`src/rtl/sfd_pkg.sv`:
```
// ----------------------------------------------------------------------------
// sfd_pkg
// Shared types and constants for the sensor frame deframer.
// ----------------------------------------------------------------------------
package sfd_pkg;

  // frame positions fit in 5 bits for every supported frame length (24..32)
  localparam int unsigned POS_W = 5;

  localparam logic [7:0] HEADER_RESET = 8'hAA;

  // what the back end has to do with one byte
  typedef enum logic [1:0] {
    OP_DROP = 2'd0,  // not a header while hunting
    OP_DATA = 2'd1,  // frame byte before the checksum
    OP_GOOD = 2'd2,  // checksum byte, sum matches
    OP_BAD  = 2'd3   // checksum byte, sum mismatch
  } sfd_op_e;

  typedef struct packed {
    sfd_op_e          op;
    logic [7:0]       data;
    logic [POS_W-1:0] idx;
  } sfd_item_t;

endpackage

```
`src/rtl/sensor_frame_deframer.sv`:
```
// ----------------------------------------------------------------------------
// sensor_frame_deframer
// Header-synchronized fixed-length frame parser with 8-bit sum checksum.
// ----------------------------------------------------------------------------
//  channel   | handshake              | payload
//  ----------+------------------------+-------------------------------------
//  config    | cfg_we_i               | cfg_wdata_i (header byte)
//  input     | in_valid_i/in_ready_o  | in_byte_i
//  output    | out_valid_o/out_ready_i| frame_done_o .. resyncs_o
//
//  one byte per cycle sustained while the output keeps taking results; the
//  front classifies an accepted byte into the queue at the accepting edge,
//  and the back end moves it from the queue into the result reg once that
//  reg is free or being taken; the two-entry queue absorbs output stalls;
//  input ready drops only when the queue is full
//  reset: header byte 0xAA, hunting for a header, counters and frame cleared
// ----------------------------------------------------------------------------
module sensor_frame_deframer #(
  parameter int unsigned FRAME_BYTES = 24
) (
  input  logic        clk_i,
  input  logic        rst_ni,
  input  logic        cfg_we_i,
  input  logic [7:0]  cfg_wdata_i,
  input  logic        in_valid_i,
  output logic        in_ready_o,
  input  logic [7:0]  in_byte_i,
  output logic        out_valid_o,
  input  logic        out_ready_i,
  output logic        frame_done_o,
  output logic        checksum_fail_o,
  output logic        have_frame_o,
  output logic [15:0] frame_seq_o,
  output logic [31:0] frame_tick_o,
  output logic [63:0] quat_words_o,
  output logic [47:0] gyro_words_o,
  output logic [15:0] pulse_rate_o,
  output logic [31:0] byte_count_o,
  output logic [31:0] good_frames_o,
  output logic [31:0] bad_frames_o,
  output logic [31:0] resyncs_o
);
  import sfd_pkg::*;

  logic      push, push_ready, pop_valid, pop_ready;
  sfd_item_t push_item, pop_item;

  sfd_front #(.FRAME_BYTES(FRAME_BYTES)) u_front (
    .clk_i        (clk_i),
    .rst_ni       (rst_ni),
    .cfg_we_i     (cfg_we_i),
    .cfg_wdata_i  (cfg_wdata_i),
    .in_valid_i   (in_valid_i),
    .in_ready_o   (in_ready_o),
    .in_byte_i    (in_byte_i),
    .push_o       (push),
    .push_item_o  (push_item),
    .push_ready_i (push_ready)
  );

  sfd_queue u_queue (
    .clk_i        (clk_i),
    .rst_ni       (rst_ni),
    .push_i       (push),
    .push_item_i  (push_item),
    .push_ready_o (push_ready),
    .pop_valid_o  (pop_valid),
    .pop_item_o   (pop_item),
    .pop_ready_i  (pop_ready)
  );

  sfd_back #(.FRAME_BYTES(FRAME_BYTES)) u_back (
    .clk_i           (clk_i),
    .rst_ni          (rst_ni),
    .pop_valid_i     (pop_valid),
    .pop_item_i      (pop_item),
    .pop_ready_o     (pop_ready),
    .out_valid_o     (out_valid_o),
    .out_ready_i     (out_ready_i),
    .frame_done_o    (frame_done_o),
    .checksum_fail_o (checksum_fail_o),
    .have_frame_o    (have_frame_o),
    .frame_seq_o     (frame_seq_o),
    .frame_tick_o    (frame_tick_o),
    .quat_words_o    (quat_words_o),
    .gyro_words_o    (gyro_words_o),
    .pulse_rate_o    (pulse_rate_o),
    .byte_count_o    (byte_count_o),
    .good_frames_o   (good_frames_o),
    .bad_frames_o    (bad_frames_o),
    .resyncs_o       (resyncs_o)
  );

`ifndef SYNTHESIS
  a_done_fail_excl: assert property (@(posedge clk_i) disable iff (!rst_ni)
    out_valid_o |-> !(frame_done_o && checksum_fail_o))
    else $error("frame reported both good and bad");

  a_done_has_frame: assert property (@(posedge clk_i) disable iff (!rst_ni)
    (out_valid_o && frame_done_o) |-> have_frame_o)
    else $error("good frame without have_frame");

  a_one_byte_per_transaction: assert property (@(posedge clk_i) disable iff (!rst_ni)
    (out_valid_o && out_ready_i) |=>
      (byte_count_o == $past(byte_count_o) || byte_count_o == $past(byte_count_o) + 32'd1))
    else $error("byte count stepped by more than one");

  a_queue_drains: assert property (@(posedge clk_i) disable iff (!rst_ni)
    (pop_valid && (!out_valid_o || out_ready_i)) |=> out_valid_o)
    else $error("queued byte not moved to the result register");
`endif

endmodule

```
`src/rtl/sfd_front.sv`:
```
// ----------------------------------------------------------------------------
// sfd_front
// Accepts bytes, tracks the frame position and running sum, classifies each.
// ----------------------------------------------------------------------------
module sfd_front #(
  parameter int unsigned FRAME_BYTES = 24
) (
  input  logic              clk_i,
  input  logic              rst_ni,
  input  logic              cfg_we_i,
  input  logic [7:0]        cfg_wdata_i,
  input  logic              in_valid_i,
  output logic              in_ready_o,
  input  logic [7:0]        in_byte_i,
  output logic              push_o,
  output sfd_pkg::sfd_item_t push_item_o,
  input  logic              push_ready_i
);
  import sfd_pkg::*;

  localparam logic [POS_W-1:0] LAST_POS = POS_W'(FRAME_BYTES - 1);

  logic [7:0]       header_q;
  logic [POS_W-1:0] pos_q, pos_d;
  logic [7:0]       sum_q, sum_d;
  logic             accept;

  assign in_ready_o = push_ready_i;
  assign accept     = in_valid_i & push_ready_i;
  assign push_o     = accept;

  always_comb begin
    pos_d            = pos_q;
    sum_d            = sum_q;
    push_item_o.data = in_byte_i;
    push_item_o.idx  = pos_q;
    if (pos_q == '0 && in_byte_i != header_q) begin
      push_item_o.op = OP_DROP;
    end else if (pos_q < LAST_POS) begin
      push_item_o.op = OP_DATA;
      sum_d          = sum_q + in_byte_i;
      pos_d          = pos_q + 1'b1;
    end else begin
      push_item_o.op = (sum_q == in_byte_i) ? OP_GOOD : OP_BAD;
      sum_d          = '0;
      pos_d          = '0;
    end
  end

  always_ff @(posedge clk_i or negedge rst_ni) begin
    if (!rst_ni) begin
      header_q <= HEADER_RESET;
      pos_q    <= '0;
      sum_q    <= '0;
    end else begin
      if (cfg_we_i) begin
        header_q <= cfg_wdata_i;
      end
      if (accept) begin
        pos_q <= pos_d;
        sum_q <= sum_d;
      end
    end
  end

endmodule

```
`src/rtl/sfd_queue.sv`:
```
// ----------------------------------------------------------------------------
// sfd_queue
// Two-entry queue of classified bytes between front and back end.
// ----------------------------------------------------------------------------
module sfd_queue (
  input  logic               clk_i,
  input  logic               rst_ni,
  input  logic               push_i,
  input  sfd_pkg::sfd_item_t push_item_i,
  output logic               push_ready_o,
  output logic               pop_valid_o,
  output sfd_pkg::sfd_item_t pop_item_o,
  input  logic               pop_ready_i
);
  import sfd_pkg::*;

  sfd_item_t  entry_q [2];
  logic       wr_ptr_q, rd_ptr_q;
  logic [1:0] count_q;
  logic       do_push, do_pop;

  assign push_ready_o = (count_q != 2'd2);
  assign pop_valid_o  = (count_q != 2'd0);
  assign pop_item_o   = entry_q[rd_ptr_q];
  assign do_push      = push_i & push_ready_o;
  assign do_pop       = pop_valid_o & pop_ready_i;

  always_ff @(posedge clk_i) begin
    if (do_push) begin
      entry_q[wr_ptr_q] <= push_item_i;
    end
  end

  always_ff @(posedge clk_i or negedge rst_ni) begin
    if (!rst_ni) begin
      wr_ptr_q <= 1'b0;
      rd_ptr_q <= 1'b0;
      count_q  <= 2'd0;
    end else begin
      if (do_push) wr_ptr_q <= ~wr_ptr_q;
      if (do_pop)  rd_ptr_q <= ~rd_ptr_q;
      if (do_push && !do_pop) begin
        count_q <= count_q + 2'd1;
      end else if (do_pop && !do_push) begin
        count_q <= count_q - 2'd1;
      end
    end
  end

endmodule

```
`src/rtl/sfd_back.sv`:
```
// ----------------------------------------------------------------------------
// sfd_back
// Stores frame bytes, decodes good frames, keeps counters, holds the result.
// ----------------------------------------------------------------------------
module sfd_back #(
  parameter int unsigned FRAME_BYTES = 24
) (
  input  logic               clk_i,
  input  logic               rst_ni,
  input  logic               pop_valid_i,
  input  sfd_pkg::sfd_item_t pop_item_i,
  output logic               pop_ready_o,
  output logic               out_valid_o,
  input  logic               out_ready_i,
  output logic               frame_done_o,
  output logic               checksum_fail_o,
  output logic               have_frame_o,
  output logic [15:0]        frame_seq_o,
  output logic [31:0]        frame_tick_o,
  output logic [63:0]        quat_words_o,
  output logic [47:0]        gyro_words_o,
  output logic [15:0]        pulse_rate_o,
  output logic [31:0]        byte_count_o,
  output logic [31:0]        good_frames_o,
  output logic [31:0]        bad_frames_o,
  output logic [31:0]        resyncs_o
);
  import sfd_pkg::*;

  localparam int unsigned STORE_DEPTH = FRAME_BYTES - 1;

  logic [7:0]  store_q [STORE_DEPTH];
  logic        out_valid_q, done_q, fail_q, seen_q;
  logic [15:0] seq_q, hr_q;
  logic [31:0] tick_q;
  logic [63:0] quat_q;
  logic [47:0] gyro_q;
  logic [31:0] byte_cnt_q, good_q, bad_q, resync_q;
  logic        pop;

  // the result register is free or is being taken this cycle
  assign pop_ready_o = ~out_valid_q | out_ready_i;
  assign pop         = pop_valid_i & pop_ready_o;

  for (genvar i = 0; i < STORE_DEPTH; i++) begin : g_store
    always_ff @(posedge clk_i) begin
      if (pop && pop_item_i.op == OP_DATA && pop_item_i.idx == POS_W'(i)) begin
        store_q[i] <= pop_item_i.data;
      end
    end
  end

  always_ff @(posedge clk_i or negedge rst_ni) begin
    if (!rst_ni) begin
      out_valid_q <= 1'b0;
      done_q      <= 1'b0;
      fail_q      <= 1'b0;
      seen_q      <= 1'b0;
      seq_q       <= '0;
      tick_q      <= '0;
      quat_q      <= '0;
      gyro_q      <= '0;
      hr_q        <= '0;
      byte_cnt_q  <= '0;
      good_q      <= '0;
      bad_q       <= '0;
      resync_q    <= '0;
    end else begin
      if (out_valid_q && out_ready_i) begin
        out_valid_q <= 1'b0;
      end
      if (pop) begin
        out_valid_q <= 1'b1;
        done_q      <= (pop_item_i.op == OP_GOOD);
        fail_q      <= (pop_item_i.op == OP_BAD);
        byte_cnt_q  <= byte_cnt_q + 32'd1;
        case (pop_item_i.op)
          OP_DROP: begin
            resync_q <= resync_q + 32'd1;
          end
          OP_GOOD: begin
            seen_q <= 1'b1;
            good_q <= good_q + 32'd1;
            seq_q  <= {store_q[2], store_q[1]};
            tick_q <= {store_q[6], store_q[5], store_q[4], store_q[3]};
            quat_q <= {store_q[14], store_q[13], store_q[12], store_q[11],
                       store_q[10], store_q[9], store_q[8], store_q[7]};
            gyro_q <= {store_q[20], store_q[19], store_q[18],
                       store_q[17], store_q[16], store_q[15]};
            hr_q   <= {store_q[22], store_q[21]};
          end
          OP_BAD: begin
            bad_q <= bad_q + 32'd1;
          end
          default: begin
          end
        endcase
      end
    end
  end

  assign out_valid_o     = out_valid_q;
  assign frame_done_o    = done_q;
  assign checksum_fail_o = fail_q;
  assign have_frame_o    = seen_q;
  assign frame_seq_o     = seq_q;
  assign frame_tick_o    = tick_q;
  assign quat_words_o    = quat_q;
  assign gyro_words_o    = gyro_q;
  assign pulse_rate_o    = hr_q;
  assign byte_count_o    = byte_cnt_q;
  assign good_frames_o   = good_q;
  assign bad_frames_o    = bad_q;
  assign resyncs_o       = resync_q;

endmodule

```
`config.mk`:
```
export PLATFORM = sky130hd
export DESIGN_NAME = sensor_frame_deframer
export DESIGN_NICKNAME = d
export VERILOG_FILES = /design/src/rtl/sfd_pkg.sv /design/src/rtl/sensor_frame_deframer.sv /design/src/rtl/sfd_front.sv /design/src/rtl/sfd_queue.sv /design/src/rtl/sfd_back.sv
export SDC_FILE = /design/constraint.sdc
export NUM_CORES = 1
export LEC_CHECK = 0
export ABC_AREA = 0
export BUFFER_PORTS_ARGS = -buffer_cell sky130_fd_sc_hd__buf_4
export CAP_MARGIN = 20
export CORE_MARGIN = 2
export CORE_UTILIZATION = 43
export CTS_BUF_LIST = sky130_fd_sc_hd__clkbuf_8
export CTS_CLUSTER_DIAMETER = 60
export DETAILED_ROUTE_END_ITERATION = 8
export SYNTH_ARGS = -nofsm -noshare
export SYNTH_HDL_FRONTEND = slang
export SYNTH_HIERARCHICAL = 1
export SYNTH_SLANG_ARGS = --single-unit
```
`constraint.sdc`:
```
create_clock -name clk_i -period 4.1 [get_ports clk_i]
set_input_delay 0.41 -clock clk_i [delete_from_list [all_inputs] [get_ports clk_i]]
set_output_delay 0.41 -clock clk_i [all_outputs]
set_load 0.01 [all_outputs]
```
* After elaboration in Yosys (flattened, before gate mapping)
Memories as Yosys holds them, arrays and structs flattened. A register that Yosys moved wholly into a read port is not among the register bits. Cells that the tools add are included.
Storage, ports and cells: memory bits (writable) 214, bits in registers 157, logic and storage cells 268, memories 2, output and inout port bits 309, input bits 21
Cells by class: mux-type cells 123, bitwise operators 8, $lt $le $gt $ge 1, reduce and logical (&&, ||, !) cells 84, add/sub/neg operators 8, eq/ne operators 28
Memory list:
- u_back.store_q | words 23, bits a word 8, read ports 22, clocked after Yosys merged registers in 22, write ports 1, RTL line sfd_back.sv:32 | logic [7:0] store_q [STORE_DEPTH];
- u_queue.entry_q | words 2, bits a word 15, read ports 1, clocked after Yosys merged registers in 0, write ports 1, RTL line sfd_queue.sv:17 | sfd_item_t entry_q [2];
Operators by type and width (number):
- 8-bit 2-to-1 mux | 23
- 8-bit OR reduction | 22
- 32-bit by 1-bit adder with 32-bit output (second input constant) | 4
- 5-bit 2-to-1 mux | 23
- 1-bit 2-to-1 mux | 73
- 5-bit by 4-bit == test with 1-bit output (second input constant) | 8
- 5-bit == test (second input constant) | 7
- 1-bit logical AND | 28
- 1-bit logical NOT | 24
- 5-bit by 3-bit == test with 1-bit output (second input constant) | 4
- 5-bit by 2-bit == test with 1-bit output (second input constant) | 2
- 5-bit logical NOT | 2
- 8-bit adder | 1
- 8-bit == test | 1
- 2-bit 2-to-1 mux | 4
- 8-bit inequality test | 1
- 2-bit AND reduction | 4
- 2-bit nonzero test | 3
- 5-bit by 1-bit adder with 5-bit output (second input constant) | 1
- 5-bit by 1-bit == test with 1-bit output (second input constant) | 1
- 5-bit < comparator (second input constant) | 1
- 2-bit == test (second input constant) | 2
- 1-bit inverter | 4
- 1-bit bitwise AND | 3
- other kinds (6) | 6

* Depth between registers and ports, before layout
Gate-level depths: netlist of run 1.
depth in word-level cells 30, gate-level depth with buffers 11, mapped depth without buffers 9

* Modules after synthesis
The synthesis of run 1 kept the hierarchy.
Modules (own cells, without submodules):
- sfd_back | sequential area each 12992.5 um^2, instances 1, area each 18017.3 um^2, cells an instance 1502
- sfd_front | sequential area each 530.5 um^2, instances 1, area each 1412.6 um^2, cells an instance 138
- sfd_queue | sequential area each 1001.0 um^2, instances 1, area each 1331.3 um^2, cells an instance 65

* Worst setup path after synthesis of run 1
Ideal clock, no wire load.
kind flip-flop to flip-flop, from reg u_queue.rd_ptr_q, to mem u_back.store_q[2][0] (netlist: u_back/store_q[0][16]) (enable), cell stages (with the launch flop) 7, arrival 2251 ps, path slack 1466 ps, data required time 3717 ps, cell sequence dfrtp_1 buf_6 mux2_2 buf_6 nor4b_1 nand3b_1 nor3_1
RTL lines:
- from (decl) | RTL line sfd_queue.sv:18 | logic wr_ptr_q, rd_ptr_q;
- from (signal assigned) | RTL line sfd_queue.sv:41 | if (do_pop) rd_ptr_q <= ~rd_ptr_q;
- to (decl) | RTL line sfd_back.sv:32

==> flow_summary.json, run 1 <==
{
  "drcViolationCount": 0,
  "ys_types": 66,
  "busiest_layer": "met2",
  "mostFrequentLayoutCell": "nand2_1",
  "power_switching_share_pct": 33.8,
  "mostFrequentLayoutCells": "nand2_1, buf_4, dfrtp_1",
  "cts_resized": 0,
  "core_area_mm2": 0.0477,
  "cts-root-buf": "clkbuf_8",
  "drtAntennaViolNets": 0,
  "slew_violations": 0,
  "combPwrFrac_pct": 27.4,
  "dieArea_mm2": 0.0501,
  "grt_pass1_vias": 13700,
  "p_int_mw": 11.4,
  "crit_chain": "buf_4 > mux2_4 > nand3b_1 > nor4_1 > nand4_1 > nor2_1 > xor2_1",
  "hp-class": "primary input to flip-flop",
  "final_core_util_pct": 54.2,
  "place_ws_ns": 1.00,
  "post-route-worst-setup-slack_ns": 1.01,
  "final_cells": 2793,
  "cts_buffers": 91,
  "tightest_slew_ns": 1.01,
  "rows": 80,
  "insertion_delay_ns": 0.67,
  "nNetsFinal": 2137,
  "clockBufferDepth": 3,
  "antenna-diode-count": 0,
  "crit_start": "u_queue/rd_ptr_q$_DFFE_PN0P_",
  "status": "finished, final reports clean",
  "hpwl_mm": 34.3,
  "antenna_found_initial": 0,
  "sequentialPowerShare_pct": 45.6,
  "fmax_mhz": 323,
  "max_slew_margin_pct": 32.2,
  "finalSetupViolCount": 0,
  "critPathTopFamily": "simple AND/OR/NAND/NOR gates",
  "async_reset_ff_share_pct": 61.8,
  "fin_crit_sh_pct": 75.4,
  "fin_crit_ns": 3.09,
  "ys_warn_count": 6,
  "critical_path_class": "flip-flop to flip-flop",
  "crit_required_ns": 4.68,
  "die_y_um": 224,
  "cellLeakagePower_nw": 12.1,
  "clk_pin_slew_worst_paths_ns": 0.06,
  "endpoint_kind": "flip-flop",
  "use_met2_pct": 33.2,
  "power_frac_clock_pct": 27.0,
  "globalRouteMet1Util_pct": 29.4,
  "final_hold_viol_count": 0,
  "max_stage_delay_ns": 0.74,
  "grt_pass1_wl_mm": 81.2,
  "boundaryPins": 330,
  "worst-path-buf-inv": 1,
  "overflow": 0,
  "dpl.cell_count": 2606,
  "path_max_fanout": 10,
  "peakVddDrop_uv": 309,
  "avgSynthCellArea_um2": 12.2,
  "gp_congestion": 0.836,
  "worstHoldStart": "cfg_we_i",
  "grt_max_degree": 86,
  "avgRoutedWirePerCell_um": 19.0,
  "first_iter_violations": 940,
  "routed_via_density": 4.98,
  "hold_slack_ns": 0.0775,
  "r2r_start": "u_queue/rd_ptr_q$_DFFE_PN0P_",
  "vias": 13900,
  "ys_seq_elements": 539,
  "rsz0062_at_grt": "no",
  "slowest_stage": "nor4_1",
  "tns_ns": 0,
  "portBuffers": 329,
  "htree_levels": 3,
  "maxCapViolations": 0,
  "dpl_cell_area_mm2": 0.0239,
  "drtPass1Iterations": 5,
  "synth-edff-count": 206,
  "die_w_um": 224,
  "numClockSinks": 539,
  "skew_ns": 0.0305,
  "post-route-cell-area_mm2": 0.0259,
  "synth_ff_type": "dfrtp_1",
  "tritoncts": "yes",
  "cp.arrival_ns": 3.67,
  "synth_cells": 1705,
  "area_delta_synth_final_pct": 24.6,
  "syn_nets": 1741,
  "use_met3_pct": 4.14,
  "fillers": 4194,
  "synth_area_mm2": 0.0208,
  "crit_path_start_kind": "flip-flop",
  "power_mw": 17.2,
  "powerDensity_mw_per_mm2": 664,
  "initial_core_util_pct": 43.5,
  "grt_use_total_pct": 21.1,
  "ys_seq_area_share_pct": 70.0,
  "wirelength_mm": 52.9,
  "drive_gt1_share_pct": 24.6,
  "power_switching_mw": 5.80
}
[cell usage after synthesis, types with 4 or more instances]
master	number	area share (%)
a211oi_1	4	0.14
a21oi_1	5	0.12
and3_1	15	0.45
and4_1	7	0.30
buf_2	12	0.29
buf_4	11	0.40
clkbuf_1	33	0.60
dfrtp_1	329	40
dfstp_2	4	0.51
edfxtp_1	206	30
ha_1	14	0.84
inv_1	13	0.24
mux2_2	17	0.92
mux2_4	9	0.65
nand2_1	605	11
nand2b_1	6	0.18
nand3_1	40	0.96
nand3b_1	5	0.18
nand4_1	42	1.3
nor2_1	76	1.4
nor3_1	22	0.53
nor4_1	10	0.30
o21ai_0	12	0.29
o41ai_1	4	0.17
or2_2	4	0.12
or3_1	4	0.12
xnor2_1	83	3.5
xor2_1	58	2.4
[power by group through the flow]
| stage | sequential (mW) | clock (mW) | combinational, mW |
|---|---|---|---|
| after detailed placement | 7.95 | 0 | 4.73 |
| after CTS | 7.86 | 4.78 | 4.77 |
| after global routing | 7.96 | 5.01 | 5.17 |
| after floorplan | 8.01 | 0 | 2.07 |
| final | 7.83 | 4.64 | 4.70 |
| after global placement | 7.92 | 0 | 4.65 |
[worst reg2reg max path: stages, from the launching register on]
cell and delay (ns):
dfrtp_1 0.61, buf_4 0.29, mux2_4 0.38, nand3b_1 0.22, nor4_1 0.74, nand4_1 0.38
nor2_1 0.22, xor2_1 0.17
[sequential cells by signal (all words and copies together) (netlist names), 2 cells and up]
register and cells:
u_back/frame_seq_o 16, u_back/byte_count_o 32, u_back/quat_words_o 64, u_front/sum_q 8, u_queue/entry_q 30, u_back/bad_frames_o 32, u_front/pos_q 5, u_back/pulse_rate_o 16
u_back/resyncs_o 32, u_queue/count_q 2, u_back/good_frames_o 32, u_front/header_q 8, u_back/store_q 176, u_back/frame_tick_o 32, u_back/gyro_words_o 48
[kinds of logic after synthesis]
family | Yosys count | share of synthesized area (%)
and+or+nand+nor | 865 | 18.3
DFF | 539 | 70.0
xor gates and xnor gates | 141 | 5.95
buffers and inverters | 77 | 1.87
AOI/OAI and AO/OA | 41 | 1.37
muxes | 27 | 1.62
adders and majority gates | 15 | 0.940
[what timing repair did]
| item | in CTS | in global routing |
|---|---|---|
| setup buffers | 0 | 0 |
| hold endpoints to repair | 101 | 0 |
| endpoints found under the setup margin | 0 | 0 |
| hold buffers | 17 | 0 |
[per-layer routing]
layer	vias to the layer above	part of all wire, %
li1	6517	-
met1	6932	44
met3	95	4.8
met2	356	48
met4	0	2.9
met5	-	0
[worst paths after layout]
check | slack, ns | cells past startpoint | end
setup / recovery | 1.01 | 7 | u_back/good_frames_o[31]$_DFFE_PN0P_
hold / removal | 0.08 | 2 | u_front/header_q[1]$_DFFE_PN1P_
setup reg to reg | 1.01 | 7 | u_back/good_frames_o[31]$_DFFE_PN0P_
hold reg to reg | 0.41 | 2 | u_back/quat_words_o[56]$_DFFE_PN0P_
max in group asynchronous | 2.67 | 3 | u_back/resyncs_o[14]$_DFFE_PN0P_
min in group asynchronous | 0.33 | 2 | u_back/quat_words_o[31]$_DFFE_PN0P_
[final cells by class]
class,instances,area [um2],area share [%]
flip-flops and latches,539,14500,56.1
multi-input cells,1089,5860,22.6
repair buffers,365,2870,11.1
clock buffers,107,1470,5.69
well taps,615,769,2.97
clock inverters,63,322,1.24
inverters,15,61.3,0.237
Note: power is estimated with default switching activity, not from simulation.
==> run 2, diff against run 1 <==
Settings changed: ABC_AREA 0 to 1.
Clock period 4.1 ns to 3.2 ns, I/O delays scaled along.
==> flow_summary.json, run 2 <==
{
  "wirelength_mm": 57.7,
  "tightest_slew_ns": 1.03,
  "endpoint_kind": "flip-flop",
  "syn_nets": 2274,
  "status": "finished, final reports clean",
  "drive_gt1_share_pct": 19.7,
  "r2r_start": "u_queue/rd_ptr_q$_DFFE_PN0P_",
  "path_max_fanout": 15,
  "hpwl_mm": 39.0,
  "dpl.cell_count": 3233,
  "regToRegSetupSlack_ns": 0.57,
  "fillers": 4663,
  "nNetsFinal": 2710,
  "post-route-worst-setup-slack_ns": 0.574,
  "final_hold_viol_count": 0,
  "combPwrFrac_pct": 30.2,
  "hold_depth": 4,
  "clockBufferDepth": 3,
  "peakVddDrop_uv": 359,
  "grt_pass1_vias": 16000,
  "worstHoldStart": "out_ready_i",
  "cp.arrival_ns": 2.91,
  "synth_cells": 2238,
  "tns_ns": 0,
  "ys_top_cells_by_count": "nand2_1, dfrtp_1, edfxtp_1",
  "die_y_um": 231,
  "cts-root-buf": "clkbuf_8",
  "ys_types": 42,
  "worstHoldEndpoint": "u_back/out_valid_o$_DFFE_PN0P_",
  "sequentialPowerShare_pct": 44.5,
  "cellLeakagePower_nw": 13.4,
  "fin_crit_sh_pct": 82.1,
  "numClockSinks": 539,
  "powerDensity_mw_per_mm2": 829,
  "mostFrequentLayoutCells": "nand2_1, buf_4, dfrtp_1",
  "power_frac_clock_pct": 25.3,
  "clk_pin_slew_worst_paths_ns": 0.07,
  "cts_buffers": 89,
  "power_mw": 22.9,
  "synth_ff_type": "dfrtp_1",
  "die_w_um": 231,
  "avgSynthCellArea_um2": 9.88,
  "routed_via_density": 4.81,
  "fin_crit_ns": 2.63,
  "area_delta_synth_final_pct": 24.8,
  "synth-edff-count": 206,
  "synthTopCellsByArea": "dfrtp_1, edfxtp_1, nand2_1",
  "dieArea_mm2": 0.0533,
  "crit_required_ns": 3.49,
  "seq_area_mm2": 0.0145,
  "skew_ns": 0.0283,
  "crit_path_start_kind": "flip-flop",
  "critical_path_class": "flip-flop to flip-flop",
  "drcViolationCount": 0,
  "power_switching_share_pct": 35.3,
  "boundaryPins": 330,
  "mostFrequentLayoutCell": "nand2_1",
  "avgRoutedWirePerCell_um": 16.8,
  "core_area_mm2": 0.0511,
  "final_cells": 3429,
  "antenna_found_initial": 0,
  "slew_violations": 0,
  "max_slew_margin_pct": 31.3,
  "power_switching_mw": 8.08,
  "place_ws_ns": 0.552,
  "rsz0062_at_grt": "no",
  "first_iter_violations": 1184,
  "grt_pass1_wl_mm": 89.5,
  "initial_core_util_pct": 43.3,
  "vias": 16500,
  "r2r_cells": 6,
  "p_int_mw": 14.8,
  "overflow": 0,
  "top_register": "u_back/store_q",
  "tritoncts": "yes",
  "insertion_delay_ns": 0.67,
  "largest_reg_flops": 176,
  "maxCapViolations": 0,
  "portBuffers": 329,
  "yosys.area.top_type": "dfrtp_1",
  "synth.most_common_cell": "nand2_1",
  "finalSetupViolCount": 0,
  "rows": 83,
  "gp_congestion": 0.890,
  "synth_top_area_share_pct": 37.2,
  "ys_seq_area_share_pct": 65.7,
  "multi_input_area_mm2": 0.00663,
  "hold_slack_ns": 0.117,
  "async_reset_ff_share_pct": 61.8,
  "timing.rr.end": "u_back/store_q[1][50]$_DFFE_PP_",
  "drtAntennaViolNets": 0,
  "htree_levels": 3,
  "grt_max_degree": 80,
  "hp-class": "primary input to flip-flop",
  "grt_use_total_pct": 21.6,
  "cts_resized": 0,
  "ys_seq_elements": 539,
  "ys_warn_count": 6,
  "fmax_mhz": 381,
  "synth_area_mm2": 0.0221,
  "drtPass1Iterations": 5
}
[run 2: cell count changes after synthesis, moves of 8 or more]
cell / delta
inv_1: +152
clkbuf_1: -23
buf_2: +19
mux2_4: -9
nor2_2: +8
mux2_2: -14
and3_1: -15
nor2_1: +103
xnor2_1: -39
xor2_1: -14
nand3_1: +52
nand2_1: +358
[run 2: how the worst max path moves through the flow]
stage	start	endpoint	cells past startpoint	slack (ns)
after global routing	u_queue/rd_ptr_q$_DFFE_PN0P_	u_back/store_q[1][63]$_DFFE_PP_	6	0.43
after detailed placement	u_queue/rd_ptr_q$_DFFE_PN0P_	u_back/store_q[0][58]$_DFFE_PP_	6	0.55
after global placement	u_queue/rd_ptr_q$_DFFE_PN0P_	u_back/store_q[1][55]$_DFFE_PP_	6	0.62
final	u_queue/rd_ptr_q$_DFFE_PN0P_	u_back/store_q[1][50]$_DFFE_PP_	6	0.57
after CTS	u_queue/rd_ptr_q$_DFFE_PN0P_	u_back/store_q[0][61]$_DFFE_PP_	6	0.54
after floorplan	u_queue/rd_ptr_q$_DFFE_PN0P_	u_back/store_q[2][40]$_DFFE_PP_	9	0.66
[run 2: stage by stage]
step	instance area [um2]	util, %
finish	27600	54.0
global route	27600	54.0
CTS	27600	54.0
detailed placement	25600	50.1
global placement	25500	50.0
floorplan	22100	-
[run 2: logic make-up after synthesis]
kind of cell	share of synthesized area (%)
multiplexers	0.153
buffers and inverters	4.45
AO/OA/AOI/OAI	0.600
adder cells (fa/ha/maj)	0.882
AND/OR/NAND/NOR	24.7
flip-flops	65.7
XOR/XNOR	3.56
[run 2: power by group through the flow]
stage	Combinational [mW]	Clock, mW	Sequential, mW
floorplan	3.12	0	10.5
global placement	6.82	0	10.3
detailed placement	6.96	0	10.3
CTS	7.02	5.98	10.2
global route	7.70	6.28	10.4
finish	6.91	5.79	10.2
[run 2: area by class of cell]
| cell class | count | area share, % |
|---|---|---|
| multi-input combinational | 1469 | 24.0 |
| inverter | 171 | 2.37 |
| antenna | 1 | 0.00906 |
| tap | 680 | 3.08 |
| clock buffer | 102 | 5.08 |
| clock inverter | 63 | 1.19 |
| timing repair buffer | 404 | 11.6 |
| sequential | 539 | 52.6 |
[run 2: timing repair]
action | in CTS | in global routing
setup buffers | 0 | 0
hold endpoints to repair | 83 | 0
hold buffers | 30 | 0
[run 2: routing by layer]
| metal | vias to the layer above | GRT usage [%] | routed length, um |
|---|---|---|---|
| li1 | 7945 | - | - |
| met5 | - | 0 | 0 |
| met3 | 101 | 4.48 | 3380 |
| met1 | 7980 | 29.4 | 25600 |
| met2 | 451 | 34.8 | 27400 |
| met4 | 0 | 7.14 | 1320 |
[run 2: worst max-delay path: stages (launching register included)]
cell	delay, ns
dfrtp_1	0.45
buf_4	0.23
nand2_1	0.07
nand2_1	0.12
nor4_2	0.54
nand3_1	0.28
nor2_1	0.55
